==> config.mk <==
export PLATFORM = sky130hd
export DESIGN_NAME = cfs_seq
export DESIGN_NICKNAME = d
export VERILOG_FILES = /design/src/rtl/core/cfs_pkg.sv /design/src/rtl/core/cfs_seq.sv
export SDC_FILE = /design/constraint.sdc
export NUM_CORES = 1
export LEC_CHECK = 0
export BUFFER_PORTS_ARGS = -buffer_cell sky130_fd_sc_hd__buf_2
export CORE_AREA = 5 5 42 44
export CTS_BUF_LIST = sky130_fd_sc_hd__clkbuf_4 sky130_fd_sc_hd__clkbuf_8
export DETAILED_ROUTE_END_ITERATION = 16
export DIE_AREA = 0 0 47 49
export PLACE_DENSITY = 0.64
export SLEW_MARGIN = 20
export SYNTH_ARGS = -nofsm -noshare
export SYNTH_HDL_FRONTEND = slang
export SYNTH_SLANG_ARGS = --single-unit
==> constraint.sdc <==
create_clock -name clk -period 2.05 [get_ports clk]
set_clock_uncertainty 0.2 [all_clocks]
set_input_delay 0.205 -clock clk [delete_from_list [all_inputs] [get_ports clk]]
set_output_delay 0.205 -clock clk [all_outputs]
set_load 0.05 [all_outputs]
==> src/rtl/core/cfs_pkg.sv <==
// Shared types, constants and the control store of the coprime filter sieve.
`timescale 1ns / 1ps

package cfs_pkg;

  // Default bitmap depth: one mark bit for each integer below this bound.
  localparam int MAX_VALUE_DEF = 262144;

  // Width of the value field, and of the trial divisor and its square.
  localparam int VALUE_W = 18;
  localparam int ROOT_W  = VALUE_W / 2 + 1;
  localparam int SQ_W    = VALUE_W + 1;

  // Quotient bits the divider retires per cycle, and the steps of one division.
  localparam int DIV_BITS   = 3;
  localparam int DIV_CYCLES = VALUE_W / DIV_BITS;
  localparam int DIV_CNT_W  = $clog2(DIV_CYCLES);

  // Operation codes of an input item.
  localparam logic OP_LOAD  = 1'b0;
  localparam logic OP_QUERY = 1'b1;

  typedef struct packed {
    logic               operation;
    logic [VALUE_W-1:0] value;
  } cfs_in_t;

  typedef struct packed {
    logic [VALUE_W-1:0] candidate;
    logic               is_coprime;
  } cfs_out_t;

  // Microprogram step addresses.
  localparam int STEP_W = 4;
  localparam logic [STEP_W-1:0] STEP_CLR   = 4'd0;
  localparam logic [STEP_W-1:0] STEP_IDLE  = 4'd1;
  localparam logic [STEP_W-1:0] STEP_CHECK = 4'd2;
  localparam logic [STEP_W-1:0] STEP_DIVW  = 4'd3;
  localparam logic [STEP_W-1:0] STEP_TESTR = 4'd4;
  localparam logic [STEP_W-1:0] STEP_MARKD = 4'd5;
  localparam logic [STEP_W-1:0] STEP_MARKQ = 4'd6;
  localparam logic [STEP_W-1:0] STEP_QWAIT = 4'd7;
  localparam logic [STEP_W-1:0] STEP_NEXT  = 4'd8;
  localparam logic [STEP_W-1:0] STEP_DONE  = 4'd9;

  // Jump condition codes.
  localparam int COND_W = 3;
  localparam logic [COND_W-1:0] COND_ALWAYS = 3'd0;
  localparam logic [COND_W-1:0] COND_START  = 3'd1;
  localparam logic [COND_W-1:0] COND_FIN    = 3'd2;
  localparam logic [COND_W-1:0] COND_DIVB   = 3'd3;
  localparam logic [COND_W-1:0] COND_REMNZ  = 3'd4;
  localparam logic [COND_W-1:0] COND_CLRL   = 3'd5;

  // One control word: a conditional jump plus the datapath actions of the step.
  typedef struct packed {
    logic [COND_W-1:0] cond;
    logic [STEP_W-1:0] nxt_t;
    logic [STEP_W-1:0] nxt_f;
    logic              busy;
    logic              accept;
    logic              div_go;
    logic              mem_d;
    logic              mem_q;
    logic              step;
    logic              done;
    logic              clr;
  } cfs_ucw_t;

  // Status flags from the datapath that the jump conditions test.
  typedef struct packed {
    logic start;
    logic fin;
    logic div_busy;
    logic rem_nz;
    logic clr_last;
  } cfs_flags_t;

  function automatic cfs_ucw_t ucode_rom(input logic [STEP_W-1:0] upc);
    cfs_ucw_t w;
    w = '0;
    unique case (upc)
      STEP_CLR: begin
        w.cond = COND_CLRL; w.nxt_t = STEP_IDLE; w.nxt_f = STEP_CLR;
        w.busy = 1'b1; w.clr = 1'b1;
      end
      STEP_IDLE: begin
        w.cond = COND_START; w.nxt_t = STEP_CHECK; w.nxt_f = STEP_IDLE;
        w.accept = 1'b1;
      end
      STEP_CHECK: begin
        w.cond = COND_FIN; w.nxt_t = STEP_DONE; w.nxt_f = STEP_DIVW;
        w.busy = 1'b1; w.div_go = 1'b1;
      end
      STEP_DIVW: begin
        w.cond = COND_DIVB; w.nxt_t = STEP_DIVW; w.nxt_f = STEP_TESTR;
        w.busy = 1'b1;
      end
      STEP_TESTR: begin
        w.cond = COND_REMNZ; w.nxt_t = STEP_NEXT; w.nxt_f = STEP_MARKD;
        w.busy = 1'b1;
      end
      STEP_MARKD: begin
        w.cond = COND_ALWAYS; w.nxt_t = STEP_MARKQ; w.nxt_f = STEP_MARKQ;
        w.busy = 1'b1; w.mem_d = 1'b1;
      end
      STEP_MARKQ: begin
        w.cond = COND_ALWAYS; w.nxt_t = STEP_QWAIT; w.nxt_f = STEP_QWAIT;
        w.busy = 1'b1; w.mem_q = 1'b1;
      end
      STEP_QWAIT: begin
        w.cond = COND_ALWAYS; w.nxt_t = STEP_NEXT; w.nxt_f = STEP_NEXT;
        w.busy = 1'b1;
      end
      STEP_NEXT: begin
        w.cond = COND_ALWAYS; w.nxt_t = STEP_CHECK; w.nxt_f = STEP_CHECK;
        w.busy = 1'b1; w.step = 1'b1;
      end
      STEP_DONE: begin
        w.cond = COND_ALWAYS; w.nxt_t = STEP_IDLE; w.nxt_f = STEP_IDLE;
        w.busy = 1'b1; w.done = 1'b1;
      end
      default: begin
        w.cond = COND_ALWAYS; w.nxt_t = STEP_CLR; w.nxt_f = STEP_CLR;
        w.busy = 1'b1;
      end
    endcase
    return w;
  endfunction

endpackage

==> src/rtl/core/cfs_seq.sv <==
// Microprogram sequencer: step counter, control store lookup and jumps.
`timescale 1ns / 1ps

module cfs_seq (
  input  logic                 clk,
  input  logic                 rst_n,
  input  cfs_pkg::cfs_flags_t  flags,
  output cfs_pkg::cfs_ucw_t    ucw
);

  logic [cfs_pkg::STEP_W-1:0] upc_r, upc_nxt;
  logic                       taken;

  assign ucw = cfs_pkg::ucode_rom(upc_r);

  always_comb begin
    unique case (ucw.cond)
      cfs_pkg::COND_ALWAYS: taken = 1'b1;
      cfs_pkg::COND_START:  taken = flags.start;
      cfs_pkg::COND_FIN:    taken = flags.fin;
      cfs_pkg::COND_DIVB:   taken = flags.div_busy;
      cfs_pkg::COND_REMNZ:  taken = flags.rem_nz;
      cfs_pkg::COND_CLRL:   taken = flags.clr_last;
      default:              taken = 1'b1;
    endcase
    upc_nxt = taken ? ucw.nxt_t : ucw.nxt_f;
  end

  // Reset enters the bitmap clearing sweep.
  always_ff @(posedge clk) begin
    if (!rst_n) begin
      upc_r <= cfs_pkg::STEP_CLR;
    end else begin
      upc_r <= upc_nxt;
    end
  end

endmodule

-- Yosys cells after proc, flatten, opt, wreduce, memory -nomap -nowiden
Cells that the tools add are included.
- word-level logic and storage cells: 27
- register bits: 4
- equality and inequality tests: 14
- mux-type cells: 11
- reduce and logical (&&, ||, !) cells: 1
- operators by type and width (cell ; number):
    $pmux 11 s10 ; 1
    $eq 4x3->1 const B ; 4
    $eq 4x2->1 const B ; 2
    $eq 4x4->1 const B ; 2
    $mux 1 ; 8
    $eq 3x2->1 const B ; 2
    $eq 3x3->1 const B ; 2
    $pmux 1 s5 ; 1
    $eq 4x1->1 const B ; 1
    $logic_not 4->1 ; 1
    $mux 4 ; 1
    $eq 3x1->1 const B ; 1

-- Depth between registers and ports, before layout
- depth in word-level cells: 5
- mapped depth: 6
- depth with buffers taken out: 4

-- Least setup slack after synthesis
Ideal clock, no wire load.
- path type: register to output
- start point: reg upc_r[0] (netlist bit)
- end point: out ucw[7] (netlist bit)
- setup slack: -0.754 ns
- arrival time: 2.399 ns
- cell stages (with the launch flop): 5
- cells stage by stage: dfxtp_1 buf_6 or2b_1 nor3_1 inv_1
- RTL lines (what ; line ; text):
    start, declared ; cfs_seq.sv:11 ; logic [cfs_pkg::STEP_W-1:0] upc_r, upc_nxt;
    start signal, assigned ; cfs_seq.sv:32 ; upc_r <= cfs_pkg::STEP_CLR;
    start signal, assigned ; cfs_seq.sv:34 ; upc_r <= upc_nxt;
    end, declared ; cfs_seq.sv:8 ; output cfs_pkg::cfs_ucw_t ucw

==> summary.txt <==
Status
  – Status: finished clean

Final layout
  – # diodes: 0
  – Most flops, register: upc_r
  – Finished Cell Area: 674 µm²
  – Layout cells sized above 1: 53.3%
  – Layout fillers: 163
  – Biggest regs: upc_r (4)
  – Multi-input logic area: 357 µm²
  – Register area: 85.1 µm²
  – Final Net Count: 99
  – Layout area overhead: 41.1%
  – Max FFs per register: 4

Timing
  – Unrepaired setup endpoints after global routing: no
  – Slew headroom: 80.4%
  – Worst-Margin Slew: 292 ps
  – Hold slack final: 58.1 ps
  – Setup violators final: 0
  – Final worst-path cycle share: 97.0%
  – Max-slew violations: 0
  – Fin crit period: 1990 ps
  – Fmax: 503 MHz
  – Fin. Hold Viols: 0

Yosys
  – Synth Warn #: 0
  – Synth top cells by count: nand2_1, nor2_1, inv_1, buf_2, dfxtp_1
  – Yosys cell types: 30
  – Syn nets: 70
  – Sequential fraction of the synthesis area: 16.8%
  – FF+latch count, synth: 4
  – FFs w/ async S/R, synth: 0%
  – Syn Area/Cell: 7.59 µm²
  – Largest area contributor in the netlist: dfxtp_1
  – Synth top area cells: dfxtp_1, mux2i_1, nand2_1
  – Top_reg_cell synth: dfxtp_1
  – Synthesized cell area: 478 µm²
  – Post-synthesis cell count: 63
  – Top cell type's share of synthesized area: 16.8%
  – EDFF count, synth: 0

Place
  – Dpl hpwl: 919 µm
  – IO Port Bufs: 25
  – Area of placed instances: 643 µm²
  – RePlAce Congestion: 0.794

Worst setup path
  – CP endpoint kind: output pin
  – Setup crit start kind: flop
  – Critical Path Fanout Max: 19
  – Critical path arrival: 1580 ps
  – Data required time of the worst path: 1640 ps
  – WS Path Type: reg -> out

Floorplan
  – Top Ports: 26
  – Core area: 1400 µm²
  – Initial core utilization: 34.1%
  – Die width: 47 µm
  – Die Ht: 49 µm
  – Die ar.: 2300 µm²
  – Cell Rows: 14

Drt
  – Via count: 518
  – Avg WL per Cell: 10.8 µm
  – DRC Markers: 0
  – Routed WL: 1140 µm
  – Final ANT Viol Nets: 0
  – Vias/cell: 4.89
  – Iter 0 DRT Violations: 8
  – DR pass1 iterations: 4

Job
  – Max-Cap Viols: 0

Clock network
  – Worst skew pair latency: 230 ps
  – Clk sink count: 4
  – H-tree level count: 1
  – Root Driver: clkbuf_4
  – CTS buffer count: 3
  – Setup Buffers After CTS: 0
  – TritonCTS clock tree: yes
  – CTS clock-pin slew for the worst setup and hold paths: 40 ps
  – Clock Path Buffers: 2

GRT
  – Largest net degree at the start of global routing: 20
  – Initial antenna violation count: 0
  – Overall global routing resource usage: 10.1%
  – Overflow after GRT: 0
  – Global-route wire length before repair: 1790 µm
  – Vias in the first global route: 446

Worst hold path
  – Worst hold path class: in -> reg
==> critical path, cell delays in order (launching register included) <==
cell,delay (ps)
dfxtp_4,400
or4b_4,560
o211ai_2,100
buf_2,290
==> layer usage <==
metal  vias to the layer above  GRT usage, %  wire, µm
li1                        271             -         -
met1                       238          12.7       477
met2                         9          15.8       610
met3                         0          2.58        52
met4                         0          4.15         0
met5                         -             0         0
==> cells by family (layout without fill, tap and decap cells) <==
| kind of cell | Yosys count | count (layout) | share of synthesized area (%) |
|---|---|---|---|
| and+or+nand+nor | 30 | 30 | 36.4 |
| AOI/OAI and AO/OA | 10 | 10 | 20.2 |
| buffers and inverters | 12 | 39 | 12.0 |
| DFF | 4 | 4 | 16.8 |
| muxes | 5 | 5 | 11.0 |
| xor gates and xnor gates | 2 | 2 | 3.67 |
==> area by class of cell <==
type                    instances  share of cell area, %
inverters                       6                   3.34
well taps                      16                   2.97
clock buffers                   3                   3.34
repair buffers                 30                   24.9
flip-flops and latches          4                   12.6
multi-input cells              47                   52.9
==> layout by cell type (no fill, tap or decap), types with 2 or more instances in the layout <==
master and instances:
o211ai_2 2, dfxtp_1 2, nor2_1 7, nor3_2 2
buf_2 23, mux2_2 2, nand2_1 7, or3b_2 2
a21oi_1 3, mux2i_1 3, nand2b_1 2, clkbuf_4 3
inv_1 6, buf_4 7
==> metrics by stage <==
| step | setup WS, ps | util, % | instances | setup TNS (ps) |
|---|---|---|---|---|
| after floorplan | -175 | - | 63 | -325 |
| after global routing | 7.15 | 48.1 | 106 | 0 |
| after CTS | 2.36 | 47.5 | 106 | 0 |
| final | 62.3 | 48.1 | 106 | 0 |
| after detailed placement | 262 | 45.9 | 103 | 0 |
| after global placement | 264 | 45.9 | 103 | 0 |
==> repair_timing <==
| action | in CTS | in global routing |
|---|---|---|
| gates resized for setup | 0 | 6 |
| setup endpoints to repair | 0 | 4 |
| hold buffers | 0 | 0 |
==> final timing paths <==
check | start | endpoint | slack (ps) | cells after the start
max | upc_r[0] | ucw[9] | 60 | 3
max reg2reg | upc_r[0] | upc_r[3] | 390 | 4
min | rst_n | upc_r[0] | 60 | 3
min reg2reg | upc_r[3] | upc_r[2] | 440 | 2
Power is not shown: default switching activity piles up to over one toggle a cycle in this logic, so the estimate is an artifact.
