==> src/rtl/core/cfs_ram.sv <==
// Generic single-port RAM with registered read data.
`timescale 1ns / 1ps

module cfs_ram #(
  parameter int WIDTH = 1,
  parameter int DEPTH = 1024
) (
  input  logic                     clk,
  input  logic                     we,
  input  logic [$clog2(DEPTH)-1:0] addr,
  input  logic [WIDTH-1:0]         wdata,
  output logic [WIDTH-1:0]         rdata
);

  logic [WIDTH-1:0] mem [DEPTH];
  logic [WIDTH-1:0] rdata_r;

  always_ff @(posedge clk) begin
    if (we) begin
      mem[addr] <= wdata;
    end
    rdata_r <= mem[addr];
  end

  assign rdata = rdata_r;

endmodule

==> config.mk <==
export PLATFORM = sky130hd
export DESIGN_NAME = cfs_ram
export DESIGN_NICKNAME = d
export VERILOG_FILES = /design/src/rtl/core/cfs_ram.sv
export SDC_FILE = /design/constraint.sdc
export NUM_CORES = 1
export LEC_CHECK = 0
export ABC_AREA = 1
export BUFFER_PORTS_ARGS = -buffer_cell sky130_fd_sc_hd__buf_4
export CORE_MARGIN = 4
export CORE_UTILIZATION = 35
export DETAILED_ROUTE_END_ITERATION = 10
export GPL_ROUTABILITY_DRIVEN = 0
export PLACE_DENSITY_LB_ADDON = 0.3
export SLEW_MARGIN = 20
export SYNTH_ARGS = -nofsm -noshare
export SYNTH_HDL_FRONTEND = slang
export SYNTH_SLANG_ARGS = --single-unit
==> constraint.sdc <==
create_clock -name clk -period 4.62 [get_ports clk]
set_clock_uncertainty 0.2 [all_clocks]
set_input_delay 0.693 -clock clk [delete_from_list [all_inputs] [get_ports clk]]
set_output_delay 0.693 -clock clk [all_outputs]
set_load 0.02 [all_outputs]
* After elaboration in Yosys (flattened, before gate mapping) *
Memories as Yosys holds them, arrays and structs flattened. A register that Yosys moved wholly into a read port is not among the register bits.
Cells that the tools add are included.

operators by class
  multiplexer cells = 2

operators with widths
  cell              number
  1-bit 2-to-1 mux  2

storage, ports and cells
  memories = 1
  bits in writable memories = 1024
  output and inout bits = 1
  flip-flop bits (word level) = 0
  input bits = 13

memories
  name  words  width  rd ports  clocked after Yosys merged registers in  wr ports  line  RTL
  mem   1024   1      1         1                                        1         15    logic [WIDTH-1:0] mem [DEPTH];

* Depth between registers and ports, before layout *
Gate-level depths: netlist (run 1).

  word-level depth = 2
  depth in mapped cells = 17

* Worst setup path after synthesis (run 1) *
No wires, ideal clock.

  path type = input port to flip-flop
  start point = in addr[2]
  end point = mem mem[647], enable pin
  library setup time = 0.299 ns
  path buffers = 4
  data arrival time = 2.134 ns
  path slack = 1.987 ns
  data required time = 4.121 ns
  cell stages on the path = 10
  cell sequence = clkbuf_2 > inv_1 > nor3_4 > buf_4 > inv_1 > nor2_1 > nand2_1 > buf_2 > buf_2 > nor2_1

RTL lines
  item         line  RTL
  from (decl)  10    input logic [$clog2(DEPTH)-1:0] addr,
  to (decl)    15

No word-level cell before the write port.

==> flow_metrics.tcl, run 1 <==
set metrics [dict create \
    post_drt_wl_per_cell_um 21.2 \
    rows 133 \
    clkPwrFrac_pct 42.0 \
    core_sq_um 131000 \
    p_leak_nw 18.0 \
    worst_setup_path_start_kind "input port" \
    synthTopCellsByCount "nand2_1, nor2_1, edfxtp_1" \
    worstPathRequired_ns 4.99 \
    dp_slack_ns 0.969 \
    first_pass_iters 6 \
    ios 14 \
    arrival_ns 3.35 \
    avgSynthCellArea_sq_um 9.48 \
    fmax_mhz 336 \
    hold_class "in -> reg" \
    grt_pass1_wl_mm 210 \
    synth-warning-count 0 \
    min-delay-start "wdata" \
    tritoncts "built" \
    rsz0062_at_grt "no" \
    track_usage_pct 20.0 \
    routed_via_density 5.15 \
    synth_most_common_cell "nand2_1" \
    clk_pin_slew_ns 0.06 \
    postCtsSetupBuffers 0 \
    clk_latency_ns 0.69 \
    cts_root_buf "clkbuf_16" \
    tns_ns 0 \
    min_period_ns 2.97 \
    die_x_um 372 \
    grt_pass1_vias 32000 \
    cts_max_level 3 \
    fill_cells 13100 \
    vias 34000 \
    drt_wl_total_mm 140 \
    port_buffers 13 \
    seqPwrFrac_pct 52.2 \
    yosys.area.top_type "edfxtp_1" \
    dp_hpwl_mm 73.6 \
    initial_core_util_pct 35.2 \
    cts.path.max_buffers 3 \
    worstSetupEndpointType "register" \
    drt_iter0_markers 3565 \
    setup_violations 0 \
    slew_headroom_pct 31.0 \
    swShare_pct 23.0 \
    syn_inst 4882 \
    postRouteAntennaNets 0 \
    ys_top_cells_by_area "edfxtp_1, nand2_1, nor2_1" \
    post_cts_resized 0 \
    finalHoldViolCount 0 \
    synthFlopType "edfxtp_1" \
    power_frac_comb_pct 5.9 \
    r2r-start "mem[355]" \
    grt_overflow_total 0 \
    crit_start "addr[0]" \
    p_per_area_nw_per_um2 379 \
    cts_buffers 106 \
    die-area_sq_um 138000 \
    syn-num-nets 4895 \
    power.switching_mw 4.52 \
    cts.hold.buffers_added 0 \
    syn_to_final_growth_pct 11.8 \
    fin_crit_sh_pct 64.4 \
    path_max_fanout 138 \
    antenna_found_initial 0 \
    finalWorstSetupSlack_ns 1.65 \
    synth_top_area_share_pct 66.4 \
    final_nets 4768 \
    peakVddDrop_v 0.000251 \
    netlist_area_sq_um 46300 \
    cts.sinks 1025 \
    slew_violations 0 \
    drive_above_1_share_pct 7.46 \
    chipHeight_um 372 \
    ys_ff_latch 1025 \
    yosysSeqAreaShare_pct 66.5 \
    p_int_mw 15.1 \
    cap_violations 0 \
    status "finished, final reports clean" \
    drc 0 \
    criticalPathCategory "in -> reg" \
    grt_max_degree 164 \
    yosysUniqueCellTypes 19 \
    worstMarginPinSlew_ns 1.03 \
    synthArstFlopShare_pct 0 \
    synth_edf_count 1024 \
]
## layout make-up
type,count,area [sq um],area share [%]
inverters,39,161,0.312
well taps,1755,2200,4.24
diodes,1,2.50,0.00483
multi-input cells,3425,13800,26.7
clock inverters,60,458,0.885
flip-flops and latches,1025,30800,59.4
repair buffers,158,1520,2.94
clock buffers,134,2810,5.43
## registers in the layout, indices dropped and copies added, names as in the netlist
register / count
mem: 1024
rdata: 1
## cells in the final DEF (no fill, tap or decap)
cell / Yosys / final
clkinvlp_4: 0 / 4
nor3_4: 7 / 7
buf_12: 0 / 25
nand2_1: 1846 / 1828
o21ai_1: 8 / 8
clkinv_4: 0 / 1
clkinv_2: 0 / 22
nand3_2: 0 / 7
clkbuf_16: 0 / 108
nor2_4: 0 / 2
nand2_2: 0 / 18
clkbuf_8: 0 / 1
diode_2: 0 / 1
buf_4: 6 / 130
nand3_1: 308 / 301
clkinv_8: 0 / 1
clkbuf_1: 245 / 25
dfxtp_1: 1 / 1
nor3_2: 0 / 2
inv_1: 28 / 28
inv_2: 9 / 7
clkinv_1: 2 / 25
inv_6: 0 / 3
nand4_1: 135 / 135
edfxtp_1: 1024 / 1024
bufinv_16: 0 / 6
nor3_1: 23 / 21
nor2_1: 1085 / 1084
buf_8: 0 / 3
nor2_2: 13 / 12
inv_8: 0 / 2
## worst paths after layout
kind / cells after the start / endpoint / slack (ns)
max reg2reg: 14 / rdata / 2.43
min: 1 / mem[226] / 0.36
min reg2reg: 12 / rdata / 0.74
max: 17 / rdata / 1.65
## per-layer routing
metal	wire length, um	global-route usage (%)	share of wire, %
met1	58900	27.2	42
met4	3900	5.75	2.8
met3	10100	2.99	7.2
met2	67100	33.5	48
met5	0	0	0
## per-stage QoR
step / total power [mW] / hold slack (ns) / utilization, % / cells / cell area, sq um
floorplan: 11.1 / 0.592 / - / 4882 / 46300
global placement: 11.6 / 0.737 / 36.9 / 6401 / 48500
detailed placement: 11.6 / 0.728 / 36.9 / 6402 / 48500
CTS: 19.8 / 0.375 / 39.4 / 6596 / 51800
global route: 20.3 / 0.398 / 39.4 / 6596 / 51800
finish: 19.6 / 0.363 / 39.4 / 6597 / 51800
## cells by family after synthesis
logic type | Yosys count | share of synthesized area [%]
flops | 1025 | 66.5
compound gates | 8 | 0.0865
buf+inv | 432 | 3.87
simple gates | 3417 | 29.6
## power by group through the flow
stage,registers [mW],logic (mW),clock network [mW]
after floorplan,10.4,0.615,0
after global placement,10.4,1.14,0
after detailed placement,10.4,1.15,0
after CTS,10.2,1.15,8.38
after global routing,10.2,1.25,8.77
final,10.2,1.15,8.24
## critical path, cell delays in order
cell and delay [ns]:
buf_8 0.28, inv_8 0.40, buf_12 0.33, nand2_1 0.09, nand2_1 0.05, nand2_1 0.05
nand2_1 0.06, nand2_1 0.05, nand2_1 0.06, nor2_1 0.27, nand2_1 0.11, nand2_1 0.09
nand2_1 0.05, o21ai_1 0.34, nand2_1 0.10, nor2_1 0.12, nand2_1 0.06
(Power assumes the default switching activity.)
==> run 2: changes to the inputs <==
- clock period: 4.62 -> 2.61 ns (I/O delays scaled with it)
==> flow_metrics.tcl, run 2 (synthesis results as in run 1) <==
set metrics [dict create \
    status "finished, final reports clean" \
    path_cells "buf_8 > nor2_4 > buf_4 > buf_4 > nand2_1 > nand4_1 > nand2_1 > nand2_1 > nor2_1 > nand2_1 > nand2_1 > nand2_1 > o21ai_1 > nand2_1 > nor2_1 > nand2_1" \
    worstPathRequired_ns 2.98 \
    hold_end "rdata" \
    r2r_cells 14 \
    min_path_cells 7 \
    grt_pass1_vias 32900 \
    utilization_pct 40.6 \
    initial_core_util_pct 35.2 \
    path_max_fanout 34 \
    rrSetupSlack_ns 0.43 \
    vias 34700 \
    crit_slowest_cell "o21ai_1" \
    drt_wl_total_mm 146 \
    fin_crit_sh_pct 86.1 \
    ios 14 \
    drive_above_1_share_pct 9.43 \
    port_buffers 13 \
    worstMarginPinSlew_ns 0.789 \
    critPathMaxStageDelay_ns 0.30 \
    hold_slack_ns 0.233 \
    min-delay-start "addr[8]" \
    tns_ns 0 \
    routed_via_density 5.17 \
    drc 0 \
    largest_register "mem" \
    setup_violations 0 \
    layout.cells.most_common_list "nand2_1, nor2_1, edfxtp_1, nand3_1, buf_4" \
    cp.depth 16 \
    chipHeight_um 372 \
    cts_root_buf "clkbuf_16" \
    first_pass_iters 6 \
    layout_commonest_cell "nand2_1" \
    crit_family "simple AND/OR/NAND/NOR gates" \
    final_nets 4885 \
    clk_latency_ns 0.69 \
    post_drt_wl_per_cell_um 21.8 \
    fmax_mhz 445 \
    worstSetupEndpointType "register" \
    finalHoldViolCount 0 \
    worstReg2RegEnd "rdata" \
    p_leak_nw 18.9 \
    cap_violations 0 \
    die-area_sq_um 138000 \
    grt_max_degree 150 \
    fill_cells 12900 \
    rows 133 \
    tritoncts "built" \
    cts.sinks 1025 \
    dp_hpwl_mm 80.9 \
    cts.path.max_buffers 3 \
    cts_max_level 3 \
    cts_buffers 105 \
    slew_headroom_pct 47.4 \
    drt_iter0_markers 4052 \
    track_usage_pct 20.9 \
    post_cts_resized 0 \
    postRouteAntennaNets 0 \
    rsz0062_at_grt "no" \
    criticalPathCategory "in -> reg" \
    grt_overflow_total 0 \
    p_per_area_nw_per_um2 655 \
    die_x_um 372 \
    syn_to_final_growth_pct 15.4 \
    clk_pin_slew_ns 0.06 \
    hold_class "in -> reg" \
    r2r-start "mem[14]" \
    grt_pass1_wl_mm 216 \
    peakVddDrop_v 0.000550 \
    diodes 0 \
    cp_common_cell "nand2_1" \
    crit_buf_inv 3 \
    postCtsSetupBuffers 0 \
    largest_reg_flops 1024 \
    crit_start "addr[0]" \
    arrival_ns 2.61 \
    antenna_found_initial 1 \
    worst_setup_path_start_kind "input port" \
    min_period_ns 2.25 \
    slew_violations 0 \
    core_sq_um 131000 \
]
## run 2: cell count changes in the layout (fill, tap and decap cells not counted), sizes merged
cell,before,now
diode,1,0
inv,40,41
clkinvlp,4,2
buf,158,275
dlygate4sd3,0,1
clkinv,49,54
clkbuf,134,133
## run 2: how the worst max path moves through the flow
| stage | end | slack [ns] |
|---|---|---|
| after floorplan | mem[647] | 0.28 |
| after global placement | rdata | -0.34 |
| after detailed placement | rdata | -0.30 |
| after CTS | rdata | 0.41 |
| after global routing | rdata | 0.20 |
| final | rdata | 0.36 |
## run 2: worst min-delay path: stages
cell	delay (ns)
buf_4	0.14
nor3_1	0.06
buf_4	0.18
o21ai_1	0.09
nand2_1	0.06
nor2_1	0.09
nand2_1	0.05
## run 2: power breakdown
part           leakage (nW)  internal, mW  switching (mW)
Clock                  1.60          8.17            6.44
Sequential             9.21          18.1         0.00678
Combinational          8.09         0.624            1.64
## run 2: layout make-up
cell class / instances / area, sq um / share of cell area, %
sequential: 1025 / 30800 / 57.6
clock inverter: 64 / 484 / 0.906
multi-input combinational: 3425 / 13800 / 25.9
inverter: 39 / 161 / 0.302
timing repair buffer: 276 / 3170 / 5.94
clock buffer: 133 / 2800 / 5.24
tap: 1755 / 2200 / 4.11
## run 2: metrics by stage
stage | total power, mW | instances | instance area [sq um] | setup slack (ns)
after global placement | 20.7 | 6519 | 50100 | -0.339
after detailed placement | 20.7 | 6519 | 50100 | -0.299
after floorplan | 19.6 | 4882 | 46300 | 0.278
final | 35.0 | 6717 | 53400 | 0.363
after CTS | 35.2 | 6717 | 53400 | 0.411
after global routing | 36.0 | 6717 | 53400 | 0.200
## run 2: repair_timing
item                                   4_1_cts  5_1_grt
hold buffers                                 1        0
setup endpoints to repair                    0        0
endpoints found under the hold margin        9        0
## run 2: layer usage
metal / GRT usage (%) / up-vias / part of all wire, %
li1: - / 16000 / -
met1: 28.3 / 17200 / 41
met2: 34.9 / 1335 / 48
met3: 3.44 / 210 / 7.9
met4: 5.51 / 2 / 2.5
met5: 0 / - / 0.010
