===== config.mk =====
export PLATFORM = sky130hd
export DESIGN_NAME = cfs_div
export DESIGN_NICKNAME = d
export VERILOG_FILES = /design/src/rtl/core/cfs_pkg.sv /design/src/rtl/core/cfs_div.sv
export SDC_FILE = /design/constraint.sdc
export NUM_CORES = 1
export LEC_CHECK = 0
export ABC_AREA = 1
export BUFFER_PORTS_ARGS = -buffer_cell sky130_fd_sc_hd__buf_2
export CAP_MARGIN = 5
export CORE_MARGIN = 8
export CORE_UTILIZATION = 35
export DETAILED_ROUTE_END_ITERATION = 16
export PLACE_DENSITY = 0.53
export SLEW_MARGIN = 10
export SYNTH_ARGS = -nofsm -noshare
export SYNTH_HDL_FRONTEND = slang
export SYNTH_SLANG_ARGS = --single-unit
export TNS_END_PERCENT = 30

===== constraint.sdc =====
create_clock -name clk -period 5.37 [get_ports clk]
set_clock_uncertainty 0.2 [all_clocks]
set_input_delay 1.074 -clock clk [delete_from_list [all_inputs] [get_ports clk]]
set_output_delay 1.074 -clock clk [all_outputs]
set_load 0.005 [all_outputs]

===== src/rtl/core/cfs_pkg.sv =====
// Shared types, constants and the control store of the coprime filter sieve.
`timescale 1ns / 1ps

package cfs_pkg;

  // Default bitmap depth: one mark bit for each integer below this bound.
  localparam int MAX_VALUE_DEF = 262144;

  // Width of the value field, and of the trial divisor and its square.
  localparam int VALUE_W = 18;
  localparam int ROOT_W  = VALUE_W / 2 + 1;
  localparam int SQ_W    = VALUE_W + 1;

  // Quotient bits the divider retires per cycle, and the steps of one division.
  localparam int DIV_BITS   = 3;
  localparam int DIV_CYCLES = VALUE_W / DIV_BITS;
  localparam int DIV_CNT_W  = $clog2(DIV_CYCLES);

  // Operation codes of an input item.
  localparam logic OP_LOAD  = 1'b0;
  localparam logic OP_QUERY = 1'b1;

  typedef struct packed {
    logic               operation;
    logic [VALUE_W-1:0] value;
  } cfs_in_t;

  typedef struct packed {
    logic [VALUE_W-1:0] candidate;
    logic               is_coprime;
  } cfs_out_t;

  // Microprogram step addresses.
  localparam int STEP_W = 4;
  localparam logic [STEP_W-1:0] STEP_CLR   = 4'd0;
  localparam logic [STEP_W-1:0] STEP_IDLE  = 4'd1;
  localparam logic [STEP_W-1:0] STEP_CHECK = 4'd2;
  localparam logic [STEP_W-1:0] STEP_DIVW  = 4'd3;
  localparam logic [STEP_W-1:0] STEP_TESTR = 4'd4;
  localparam logic [STEP_W-1:0] STEP_MARKD = 4'd5;
  localparam logic [STEP_W-1:0] STEP_MARKQ = 4'd6;
  localparam logic [STEP_W-1:0] STEP_QWAIT = 4'd7;
  localparam logic [STEP_W-1:0] STEP_NEXT  = 4'd8;
  localparam logic [STEP_W-1:0] STEP_DONE  = 4'd9;

  // Jump condition codes.
  localparam int COND_W = 3;
  localparam logic [COND_W-1:0] COND_ALWAYS = 3'd0;
  localparam logic [COND_W-1:0] COND_START  = 3'd1;
  localparam logic [COND_W-1:0] COND_FIN    = 3'd2;
  localparam logic [COND_W-1:0] COND_DIVB   = 3'd3;
  localparam logic [COND_W-1:0] COND_REMNZ  = 3'd4;
  localparam logic [COND_W-1:0] COND_CLRL   = 3'd5;

  // One control word: a conditional jump plus the datapath actions of the step.
  typedef struct packed {
    logic [COND_W-1:0] cond;
    logic [STEP_W-1:0] nxt_t;
    logic [STEP_W-1:0] nxt_f;
    logic              busy;
    logic              accept;
    logic              div_go;
    logic              mem_d;
    logic              mem_q;
    logic              step;
    logic              done;
    logic              clr;
  } cfs_ucw_t;

  // Status flags from the datapath that the jump conditions test.
  typedef struct packed {
    logic start;
    logic fin;
    logic div_busy;
    logic rem_nz;
    logic clr_last;
  } cfs_flags_t;

  function automatic cfs_ucw_t ucode_rom(input logic [STEP_W-1:0] upc);
    cfs_ucw_t w;
    w = '0;
    unique case (upc)
      STEP_CLR: begin
        w.cond = COND_CLRL; w.nxt_t = STEP_IDLE; w.nxt_f = STEP_CLR;
        w.busy = 1'b1; w.clr = 1'b1;
      end
      STEP_IDLE: begin
        w.cond = COND_START; w.nxt_t = STEP_CHECK; w.nxt_f = STEP_IDLE;
        w.accept = 1'b1;
      end
      STEP_CHECK: begin
        w.cond = COND_FIN; w.nxt_t = STEP_DONE; w.nxt_f = STEP_DIVW;
        w.busy = 1'b1; w.div_go = 1'b1;
      end
      STEP_DIVW: begin
        w.cond = COND_DIVB; w.nxt_t = STEP_DIVW; w.nxt_f = STEP_TESTR;
        w.busy = 1'b1;
      end
      STEP_TESTR: begin
        w.cond = COND_REMNZ; w.nxt_t = STEP_NEXT; w.nxt_f = STEP_MARKD;
        w.busy = 1'b1;
      end
      STEP_MARKD: begin
        w.cond = COND_ALWAYS; w.nxt_t = STEP_MARKQ; w.nxt_f = STEP_MARKQ;
        w.busy = 1'b1; w.mem_d = 1'b1;
      end
      STEP_MARKQ: begin
        w.cond = COND_ALWAYS; w.nxt_t = STEP_QWAIT; w.nxt_f = STEP_QWAIT;
        w.busy = 1'b1; w.mem_q = 1'b1;
      end
      STEP_QWAIT: begin
        w.cond = COND_ALWAYS; w.nxt_t = STEP_NEXT; w.nxt_f = STEP_NEXT;
        w.busy = 1'b1;
      end
      STEP_NEXT: begin
        w.cond = COND_ALWAYS; w.nxt_t = STEP_CHECK; w.nxt_f = STEP_CHECK;
        w.busy = 1'b1; w.step = 1'b1;
      end
      STEP_DONE: begin
        w.cond = COND_ALWAYS; w.nxt_t = STEP_IDLE; w.nxt_f = STEP_IDLE;
        w.busy = 1'b1; w.done = 1'b1;
      end
      default: begin
        w.cond = COND_ALWAYS; w.nxt_t = STEP_CLR; w.nxt_f = STEP_CLR;
        w.busy = 1'b1;
      end
    endcase
    return w;
  endfunction

endpackage


===== src/rtl/core/cfs_div.sv =====
// Restoring divider that retires a few quotient bits per cycle.
`timescale 1ns / 1ps

module cfs_div (
  input  logic                        clk,
  input  logic                        rst_n,
  input  logic                        start,
  input  logic [cfs_pkg::VALUE_W-1:0] dividend,
  input  logic [cfs_pkg::ROOT_W-1:0]  divisor,
  output logic                        busy,
  output logic [cfs_pkg::VALUE_W-1:0] quotient,
  output logic [cfs_pkg::ROOT_W-1:0]  remainder
);

  localparam logic [cfs_pkg::DIV_CNT_W-1:0] CNT_LAST =
    cfs_pkg::DIV_CNT_W'(cfs_pkg::DIV_CYCLES - 1);

  logic                           busy_r;
  logic [cfs_pkg::DIV_CNT_W-1:0]  cnt_r;
  logic [cfs_pkg::ROOT_W-1:0]     rem_r, rem_nxt;
  logic [cfs_pkg::VALUE_W-1:0]    quo_r, quo_nxt;
  logic [cfs_pkg::ROOT_W-1:0]     div_r;

  // The dividend shifts out of the top of quo_r while quotient bits enter below.
  always_comb begin
    logic [cfs_pkg::ROOT_W:0] t;
    rem_nxt = rem_r;
    quo_nxt = quo_r;
    for (int i = 0; i < cfs_pkg::DIV_BITS; i++) begin
      t       = {rem_nxt, quo_nxt[cfs_pkg::VALUE_W-1]};
      quo_nxt = {quo_nxt[cfs_pkg::VALUE_W-2:0], 1'b0};
      if (t >= {1'b0, div_r}) begin
        t          = t - {1'b0, div_r};
        quo_nxt[0] = 1'b1;
      end
      rem_nxt = t[cfs_pkg::ROOT_W-1:0];
    end
  end

  always_ff @(posedge clk) begin
    if (!rst_n) begin
      busy_r <= 1'b0;
      cnt_r  <= '0;
    end else if (start) begin
      busy_r <= 1'b1;
      cnt_r  <= '0;
    end else if (busy_r) begin
      cnt_r <= cnt_r + 1'b1;
      if (cnt_r == CNT_LAST) begin
        busy_r <= 1'b0;
      end
    end
  end

  always_ff @(posedge clk) begin
    if (start) begin
      rem_r <= '0;
      quo_r <= dividend;
      div_r <= divisor;
    end else if (busy_r) begin
      rem_r <= rem_nxt;
      quo_r <= quo_nxt;
    end
  end

  assign busy      = busy_r;
  assign quotient  = quo_r;
  assign remainder = rem_r;

endmodule


=== Word-level counts from Yosys, hierarchy flattened ===
Cells that the tools add are included.

* Register bits after elaboration: 42
* Input bits: 31

* Equal/unequal tests: 1
* Bitwise operators: 1
* Magnitude comparators: 3
* Multiplexer cells: 11
* Reductions and logical operators: 2
* Add/sub/neg operators: 4

{| class="wikitable"
|+ Operators by type and width
! kind !! number
|-
| $mux W18 || 2
|-
| $ge A11 B10 Y1 || 3
|-
| $mux W10 || 3
|-
| $sub A10 B10 Y10 || 3
|-
| $mux W1 || 6
|-
| $add A3 B1 Y3 const B || 1
|-
| $eq A3 B3 Y1 const B || 1
|-
| $reduce_bool A2 Y1 || 1
|-
| $reduce_or A2 Y1 || 1
|-
| $not A1 Y1 || 1
|}

=== Longest topological paths before layout ===
Gate-level depths: netlist of the first run.

* Depth in word-level cells: 8
* Depth in mapped cells: 38
* Gate-level depth less buffers: 37

=== Worst setup path after synthesis of the first run ===
Ideal clock, no wire load.

* Path type: register to register
* From: reg div_r[1] (netlist bit)
* To: reg quo_r (netlist bit quotient[0]) (data pin)
* Cell stages (with the launch flop): 32
* Setup time: 0.271 ns
* Buffers on the path: 2
* Arrival: 4.055 ns
* Slack: 0.844 ns
* Path through: edfxtp_1 > inv_1 > ha_1 > nand2_1 > nor2_1 > nand2_1 > nor2_2 > nor2_4 > buf_6 > nand3b_1 > nand2_1 > inv_1 > ha_1 > inv_1 > nor3_1 > nand3_1 > nand4_1 > nand2_1 > nand3_4 > buf_6 > nand2_1 > nand2_1 > inv_1 > ha_1 > a21oi_1 > o21ai_0 > nand2_1 > nand3_1 > nand2_1 > nand3_1 > nor2_4 > a31oi_1

* Word-level cells in the longest chain between the ends: 8
* Elaborated cells on any way between the ends: 10
* Classes of those cells: add/sub (2); order compare (3); mux (5)

{| class="wikitable"
|+ RTL lines
! element !! RTL line !! RTL
|-
| start: declaration || cfs_div.sv:22 || <nowiki>logic [cfs_pkg::ROOT_W-1:0] div_r;</nowiki>
|-
| start signal: assignment || cfs_div.sv:59 || <nowiki>div_r <= divisor;</nowiki>
|-
| $sub A10 B10 Y10 / $ge A11 B10 Y1 (equally long branches) || cfs_div.sv:33, cfs_div.sv:32 ||
|-
| $mux W10 || cfs_div.sv:32 || <nowiki>if (t >= {1'b0, div_r}) begin</nowiki>
|-
| $sub A10 B10 Y10 / $ge A11 B10 Y1 (equally long branches) || cfs_div.sv:33, cfs_div.sv:32 ||
|-
| $mux W10 || cfs_div.sv:32 ||
|-
| $ge A11 B10 Y1 * || cfs_div.sv:32 ||
|-
| $mux W1 * || cfs_div.sv:32 ||
|-
| $mux W18 * || cfs_div.sv:60 || <nowiki>end else if (busy_r) begin</nowiki>
|-
| $mux W18 * || cfs_div.sv:56 || <nowiki>if (start) begin</nowiki>
|-
| end signal: assignment || cfs_div.sv:58 || <nowiki>quo_r <= dividend;</nowiki>
|-
| end signal: assignment || cfs_div.sv:62 || <nowiki>quo_r <= quo_nxt;</nowiki>
|-
| end: declaration || cfs_div.sv:21 || <nowiki>logic [cfs_pkg::VALUE_W-1:0] quo_r, quo_nxt;</nowiki>
|}

Every way passes the cells marked *; elsewhere a longest branch is shown, timed or not. The select of a mux whose other input is x is not followed.
A chain may end at the register's enable or synchronous reset.

=== Worst setup path after layout of the first run ===
* From: reg div_r[0] (netlist bit)
* To: reg rem_r (netlist bit remainder[5])

* Word-level cells in the longest chain between the ends: 6
* Elaborated cells on any way between the ends: 9
* Classes of those cells: add/sub (3); order compare (3); mux (3)

{| class="wikitable"
|+ RTL lines
! element !! RTL line !! RTL
|-
| $sub A10 B10 Y10 / $ge A11 B10 Y1 (equally long branches) || cfs_div.sv:33, cfs_div.sv:32 ||
|-
| $mux W10 || cfs_div.sv:32 ||
|-
| $sub A10 B10 Y10 / $ge A11 B10 Y1 (equally long branches) || cfs_div.sv:33, cfs_div.sv:32 ||
|-
| $mux W10 || cfs_div.sv:32 ||
|-
| $sub A10 B10 Y10 / $ge A11 B10 Y1 (equally long branches) || cfs_div.sv:33, cfs_div.sv:32 ||
|-
| $mux W10 * || cfs_div.sv:32 ||
|-
| end signal: assignment || cfs_div.sv:61 || <nowiki>rem_r <= rem_nxt;</nowiki>
|-
| end: declaration || cfs_div.sv:20 || <nowiki>logic [cfs_pkg::ROOT_W-1:0] rem_r, rem_nxt;</nowiki>
|}

Every way passes the cells marked *; elsewhere a longest branch is shown, timed or not.

==> results of run 1 <==
[synthesized netlist by cell type, drive strengths merged, types with 7 or more instances]
master    n
xor2     14
buf       7
nand4    14
ha       32
dfxtp    14
inv      73
o21ai     7
nor2     26
nand3b   10
a21oi    15
nand3    39
nand2   192
edfxtp   28
[where the power goes]
group	internal [mW]	switching [mW]
clock network	0.106	0.125
registers	0.409	0.0635
logic	0.920	1.52
total	1.43	1.71
[path summary, 6_finish.rpt]
path	cells after the start	slack, ps	end
max reg2reg	33	350	remainder[5]
min reg2reg	1	270	busy
min	1	270	busy
max	33	350	remainder[5]
[routing by layer]
metal | GRT usage | up-vias | share of wire
met1 | 0.187 | 1571 | 0.45
met3 | 0.0357 | 19 | 0.058
li1 | - | 1743 | -
met4 | 0.0569 | 0 | 0.025
met5 | 0 | - | 0
met2 | 0.245 | 95 | 0.46
[logic make-up after synthesis]
kind of cell             Yosys count  synth area share
AND/OR/NAND/NOR                  288             0.372
XOR/XNOR                          20            0.0476
flip-flops                        42             0.305
buffers and inverters             86            0.0990
AO/OA/AOI/OAI                     33            0.0517
adder cells (fa/ha/maj)           35             0.125
[area by class of cell]
class,count,area [um2]
Timing Repair Buffer,69,387
Inverter,73,274
Tap cell,136,170
Fill cell,1091,5880
Clock buffer,6,82.6
Sequential cell,42,1120
Clock inverter,2,16.3
Multi-Input combinational cell,377,2340
[placed cells by master (no fill, tap or decap), drive strengths merged]
cell type / instances
fa: 3
ha: 32
inv: 74
nand3: 39
nand4: 14
o21ai: 7
clkinvlp: 1
a31oi: 5
edfxtp: 28
nor3b: 1
dfxtp: 14
a21oi: 15
buf: 69
clkbuf: 6
o21bai: 1
nand3b: 10
nor2: 27
xor2: 14
a211oi: 2
or2: 1
a21o: 3
nor3: 5
xnor2: 6
nand2: 192
[flip-flops by register name, summed over array words and instances, names as in the netlist]
name	flops
div_r	10
busy	1
remainder	10
quotient	18
cnt_r	3
[critical path: cells and delay by family (launching register included)]
kind | cells | cell delay, ps
AND/OR/NAND/NOR | 23 | 2460
adder cells (fa/ha/maj) | 3 | 980
buffers and inverters | 5 | 480
flip-flops | 1 | 460
AO/OA/AOI/OAI | 2 | 330
[stage by stage]
step	setup WS (ps)	total power, mW	area (um2)
3_5_place_dp	-7.54	2.72	4080
4_1_cts	106	3.00	4230
5_1_grt	-43.8	3.46	4390
3_3_place_gp	-9.78	2.75	4080
6_report	354	3.14	4390
2_1_floorplan	844	2.21	3680
[timing repair]
action	CTS	global route
setup endpoints to repair	8	11
cloned	0	1
gates resized for setup	0	26
pin swaps	1	2
hold endpoints to repair	0	0
buffers inserted	4	2
==> results.md, run 1 <==
- CTS Root Cell: clkbuf_8
- Status: finished, final reports clean
- Worst Path Class, Setup: reg -> reg
- Antenna violations before repair: 0
- Die W: 119 um
- Num CTS Buffers: 5
- Min-delay src: cnt_r[2]
- Inst Count DP: 690
- P_leak: approximately 2.3 nW
- Max FO, Critical Path: 10
- Via count: 3428
- # hold bufs at CTS: 0
- # DRC: 0
- Clock Latency Late Sink: 300 ps
- Startpoint Class: register
- Slew headroom: 0.520
- Vias per Instance: between 4 and 5
- Final Util: 0.428
- Unique masters post-synth: 35
- Maximum clock rate: 0.199 GHz
- Post-DP HPWL: 8.58 mm
- Req. time, crit path: about 5400 ps
- GPL Wtd Cong: 0.896
- Depth of the CTS H-tree: 2
- Vias in the first global route: 3370
- Starting DRC count in detailed routing: 171
- Routed Wire Length: 10.7 mm
- Num ports: 60
- Syn_area_per_cell: between 7 and 8 um2
- Core Area: a little over 10000 um2
- Final period util: 0.934
- Least-Margin Pin Slew: 719 ps
- Syn nets: 570
- Initial core utilization: 0.358
- Ratio of cells with drive above 1 in the final layout: 0.218
- Largest net degree at the start of global routing: 30
- Mapped cell area: 3680 um2
- Pwr Density: 716 nW/um2
- Max-Cap Viols: 0
- Worst hold path class: reg -> reg
- Worst Setup SP: div_r[0]
- Setup violations, final: 0
- CTS clk-pin slew, worst paths: 90 ps
- Top cell type's share of synthesized area: 0.229
- Routed len/inst: around 15 um
- Setup crit end kind: register
- Remaining global-route overflow: 0
- Yosys top cell by area: edfxtp_1
- Hold Slack: 273 ps
- Die area: 14000 um2
- # diodes: 0
- Crit path largest cell delay: around 460 ps
- Max-slew violations: 0
- TritonRoute pass-1 iters: 4
- Die Y: 119 um
- Largest cells by area after synthesis: edfxtp_1, nand2_1, ha_1
- Syn-to-layout area delta: 19.5%
- Peak VDD IR: about 270 uV
- Sequential area share after synthesis: 0.305
- Number of synthesized register bits: between 40 and 50
- Synth warn: 0
- Final antenna-violating net count: 0
- Crit-path most repeated cell: nand2_1
- Row count: 37
- CP Data Arrival Time: 5010 ps
- Reg2reg start: div_r[0]
- Finished Layout Cells: 705
- Asr flop ratio synth: 0
- IO Port Bufs: 59
- EDFF count, synth: 28
- Setup tns final: 0 ps
- All-Layer GR Usage: 0.150
- Max stage delay cell, worst path: edfxtp_1
- Post-Synthesis Cells: 504
- CTS tree: built
- Hold Fails Final Rpt: 0
- Nets: 634
- Post-synth top flop: edfxtp_1
- First-pass GRT wire length: 17.1 mm
- TritonCTS Sinks: 42
- CTS max path bufs: 2
- Fin crit period: 5020 ps
(Power assumes the default switching activity.)
==> run 2, diff against run 1 <==
- CORE_ASPECT_RATIO: unset -> 1.4
- clock period: 5.37 -> 4.78 ns (I/O delays scaled with it)
==> run 2 against run 1 <==
- fmax increased by 5.1%
- final cell count increased by 18%
- clock-buffer cell count decreased by 1
- critical path depth decreased by 3
- via count increased by 19%
- sequential share of layout area decreased by 6.6 points
- register-to-register slack got worse by 340 ps
- routed wire length increased by 26%
- non-clock buffer count increased by 122
- sequential cell count unchanged
- worst hold slack improved by 3.6 ps
- setup slack got worse by 340 ps
==> results.md, run 2 (same netlist as run 1, synthesis figures left out) <==
- Status: finished, final reports clean
- Max-slew violations: 0
- Filler cells: 926
- Worst hold path class: reg -> reg
- Worst Path Class, Setup: reg -> reg
- Vias per Instance: 4.92
- CTS max path bufs: 2
- FF-to-FF setup slack: 10 ps
- Ratio of cells with drive above 1 in the final layout: 0.494
- Max stage delay cell, worst path: edfxtp_1
- CTS clk-pin slew, worst paths: 70 ps
- Setup crit end kind: register
- Fin crit period: approximately 4800 ps
- Die Y: 137 um
- TritonCTS Sinks: 42
- Number of flip-flops in the largest register: 18
- Initial core utilization: 0.357
- Setup tns final: 0 ps
- Remaining global-route overflow: 0
- Post-DP HPWL: 9.88 mm
- Core Area: approximately 10000 um2
- Via count: between 4000 and 5000
- TritonRoute pass-1 iters: 4
- Clock Latency Late Sink: 300 ps
- Setup violations, final: 0
- Unrepaired setup endpoints after global routing: yes
- First-pass GRT wire length: 20.0 mm
- Maximum clock rate: 0.210 GHz
- Routed len/inst: 16.2 um
- Nets: 760
- Inst Count DP: slightly below 800
- Final period util: 0.998
- Num ports: 60
- Antenna violations before repair: 0
- Final antenna-violating net count: 0
- Min-delay src: cnt_r[2]
- Syn-to-layout area delta: 61.6%
- Multi-input logic area: 2880 um2
- CTS tree: built
- Worst Setup SP: div_r[0]
- CP endpoint: quotient[0]
- Hold Fails Final Rpt: 0
- Post-DP Area: about 4800 um2
- Die W: approximately 100 um
- CP Data Arrival Time: around 4600 ps
- Reg2reg start: div_r[0]
- Register area: about 1100 um2
- Starting DRC count in detailed routing: 237
- Routed Wire Length: 13.5 mm
- Startpoint Class: register
- Req. time, crit path: 4600 ps
- Max-Cap Viols: 0
- Max FO, Critical Path: 6
- Die area: between 10000 and 15000 um2
- Least-Margin Pin Slew: 759 ps
- Finished Layout Cells: 833
- Most frequent cells in the layout: nand2_1, buf_4, buf_2, inv_1, nand2_2
- Crit-path most repeated cell: nand2_1
- Row count: 44
- Worst reg-to-reg path cell count: 30
- # diodes: 0
- FF-to-FF End: quotient[0]
- Num CTS Buffers: 5
- GPL Wtd Cong: 0.902
- # DRC: 0
- Slew headroom: 0.493
- Largest net degree at the start of global routing: 30
- Vias in the first global route: slightly above 4000
- Commonest non-fill, non-tap cell in the layout: nand2_1
- Worst hold path cell count: 1
- Design Area, Final: 5940 um2
- IO Port Bufs: between 50 and 60
- Crit path largest cell delay: 510 ps
- All-Layer GR Usage: 0.187
- Depth of the CTS H-tree: 2
- CTS Root Cell: clkbuf_16
[run 2: changes by cell type in the layout (fill, tap and decap cells not counted), moves of 17 or more]
| cell | change |
|---|---|
| inv_2 | +17 |
| nand2_1 | -35 |
| ha_4 | +17 |
| nand2_2 | +28 |
| ha_1 | -17 |
| inv_1 | -18 |
| buf_4 | +115 |
[run 2: stage by stage]
stage,hold WS (ps),util,setup WS (ps)
finish,276,0.577,9.81
global route,304,0.577,-229
CTS,280,0.525,2.04
detailed placement,267,0.468,-388
global placement,267,0.468,-395
floorplan,236,-,254
[run 2: critical path, delay by kind of cell (launching register included)]
family          cells  cell delay [ps]
simple gates       17             1790
flops               1              510
buf+inv             5              530
compound gates      5              680
fa+ha+maj           3              780
[run 2: final cells by class]
| cell class | count | area share |
|---|---|---|
| clock inverter | 3 | 0.00484 |
| inverter | 73 | 0.0465 |
| timing repair buffer | 191 | 0.226 |
| multi-input combinational | 381 | 0.484 |
| clock buffer | 5 | 0.0211 |
| sequential | 42 | 0.189 |
| tap | 138 | 0.0291 |
[run 2: how the worst min path moves through the flow]
| stage | end | slack, ps |
|---|---|---|
| floorplan | busy | 240 |
| finish | busy | 280 |
| global placement | busy | 270 |
| detailed placement | busy | 270 |
| CTS | busy | 280 |
| global route | busy | 300 |
[run 2: what timing repair did]
action / in CTS / in global routing
hold buffers: 0 / 0
setup buffers: 18 / 13
pin swaps: 18 / 41
endpoints found under the setup margin: 11 / 11
resized for setup: 45 / 100
cloned: 2 / 4
[run 2: routing by layer]
layer  vias up  global-route usage  wire (um)
met3        43              0.0319        560
met5         -                   0          0
met4         0               0.101        635
met2       119               0.345       7150
li1       2016                   -          -
met1      1918               0.194       5130
Power of run 2 is not shown: default switching activity piles up to over one toggle a cycle in this logic, so the estimate is an artifact.
==> run 3, diff against run 2 <==
- clock period: 4.78 -> 5.5 ns (I/O delays scaled with it)
==> run 3 against run 2 <==
- fmax shrank 7.1%
- setup slack gained 360 ps
- clock-buffer cell count grew 2
- final area shrank 24%
- register-to-register slack gained 360 ps
- routed wire length shrank 16%
- critical endpoint is now remainder[5]
- largest cell class unchanged
==> results.md, run 3 (same netlist as run 1, synthesis figures left out) <==
- Via count: 3480
- Crit path largest cell delay: about 500 ps
- IO Port Bufs: around 60
- First-pass GRT wire length: 17.9 mm
- Max-slew violations: 0
- Starting DRC count in detailed routing: 207
- Max FO, Critical Path: 10
- Filler cells: 1083
- Ratio of cells with drive above 1 in the final layout: 0.232
- Most frequent cells in the layout: nand2_1, inv_1, buf_2, nand3_1, edfxtp_1
- Register area: 1120 um2
- Worst hold path cell count: 1
- Setup crit end kind: register
- Final period util: 0.934
- Maximum clock rate: between 0.15 and 0.2 GHz
- Initial core utilization: 0.357
- Slew headroom: 0.481
- Final antenna-violating net count: 0
- Req. time, crit path: 5490 ps
- Largest net degree at the start of global routing: 30
- Final Util: 0.439
- Setup violations, final: 0
- Core Area: 10300 um2
- FF-to-FF setup slack: 370 ps
- CP Data Arrival Time: 5120 ps
- Least-Margin Pin Slew: 776 ps
- Num CTS Buffers: 5
- P_leak: 2.36 nW
- CTS Root Cell: clkbuf_16
- Dpl ws: 93.9 ps
- Status: finished, final reports clean
- Fin crit period: around 5100 ps
- Die area: 14100 um2
- Min-delay src: cnt_r[2]
- Vias in the first global route: 3547
- Num ports: 60
- Commonest non-fill, non-tap cell in the layout: nand2_1
- # DRC: 0
- Critical path buffers and inverters: 5
- WL met2: 5.88 mm
- Worst Path Class, Setup: reg -> reg
- Max Used Layer: met4
- Finished Layout Cells: 719
- Hold Fails Final Rpt: 0
- Die Y: 137 um
- Reg2reg start: div_r[0]
- Number of flip-flops in the largest register: 18
- Row count: 44
- Inst Count DP: 700
- Hold Slack: about 270 ps
- Die W: between 100 and 150 um
- CTS max path bufs: 2
- All-Layer GR Usage: 0.167
- Syn-to-layout area delta: 22.8%
- Worst reg-to-reg path cell count: 34
- Pwr Density: 712 nW/um2
- TritonRoute pass-1 iters: 4
- WHS Endpoint: busy
- Crit-path most repeated cell: nand2_1
- Max-Cap Viols: 0
- Startpoint Class: register
- Vias per Instance: ~4.8
- Cell family with most CP delay: simple AND/OR/NAND/NOR gates
- Multi-input logic area: about 2300 um2
- Post-DP HPWL: 9.30 mm
- PnR worst setup slack: 366 ps
- CTS clk-pin slew, worst paths: 60 ps
- Peak VDD IR: 277 uV
- Nets: 646
- FF-to-FF End: remainder[5]
- Met3 WL post-DR: around 630 um
- Routed Wire Length: 11.4 mm
- Clock Latency Late Sink: 290 ps
- Routed len/inst: 15.8 um
- # diodes: 0
- GPL Wtd Cong: 0.956
- Depth of the CTS H-tree: 2
- Worst hold path class: reg -> reg
- Max stage delay cell, worst path: edfxtp_1
- CTS tree: built
- Metal-1 WL: roughly 4.4 mm
- TritonCTS Sinks: 42
- Antenna violations before repair: 0
- Remaining global-route overflow: 0
## run 3: changes by cell type in the layout (fill, tap and decap cells not counted), sizes merged
| cell | change |
|---|---|
| buf | -109 |
| nand2 | -2 |
| nand3 | -2 |
| clkbuf | +1 |
| clkinv | -1 |
| inv | -1 |
## run 3: cell type report
cell class | instances | share of cell area
Timing Repair Buffer | 81 | 0.105
Sequential cell | 42 | 0.248
Clock buffer | 7 | 0.0294
Multi-Input combinational cell | 377 | 0.517
Clock inverter | 1 | 0.00139
Tap cell | 138 | 0.0382
Inverter | 73 | 0.0607
## run 3: through the flow
step	area, um2	total power, mW	setup TNS, ps
final	4520	3.22	0
after global routing	4520	3.52	-28.9
after CTS	4290	3.03	0
after detailed placement	4150	2.72	0
after global placement	4150	2.73	0
after floorplan	3680	2.15	0
## run 3: what timing repair did
action | in CTS | in global routing
gates resized for setup | 0 | 26
setup buffers | 0 | 10
endpoints found under the setup margin | 0 | 11
hold buffers | 0 | 0
## run 3: power by group
part           internal [mW]  switching (mW)  total (mW)
Clock                  0.169           0.127       0.296
Combinational          0.938            1.53        2.47
Sequential             0.399          0.0538       0.453
## run 3: how the worst max path moves through the flow
stage,from,end,slack [ps],cells after the start
finish,div_r[0],remainder[5],370,34
global route,div_r[0],remainder[7],-30,35
CTS,div_r[1],quotient[0],60,29
detailed placement,div_r[1],remainder[8],90,31
global placement,div_r[1],remainder[8],120,31
floorplan,div_r[1],quotient[0],970,31
## run 3: metal layers
layer / vias to the layer above / track usage
li1: 1780 / -
met1: 1577 / 0.178
met2: 102 / 0.307
met3: 21 / 0.0309
met4: 0 / 0.0811
met5: - / 0
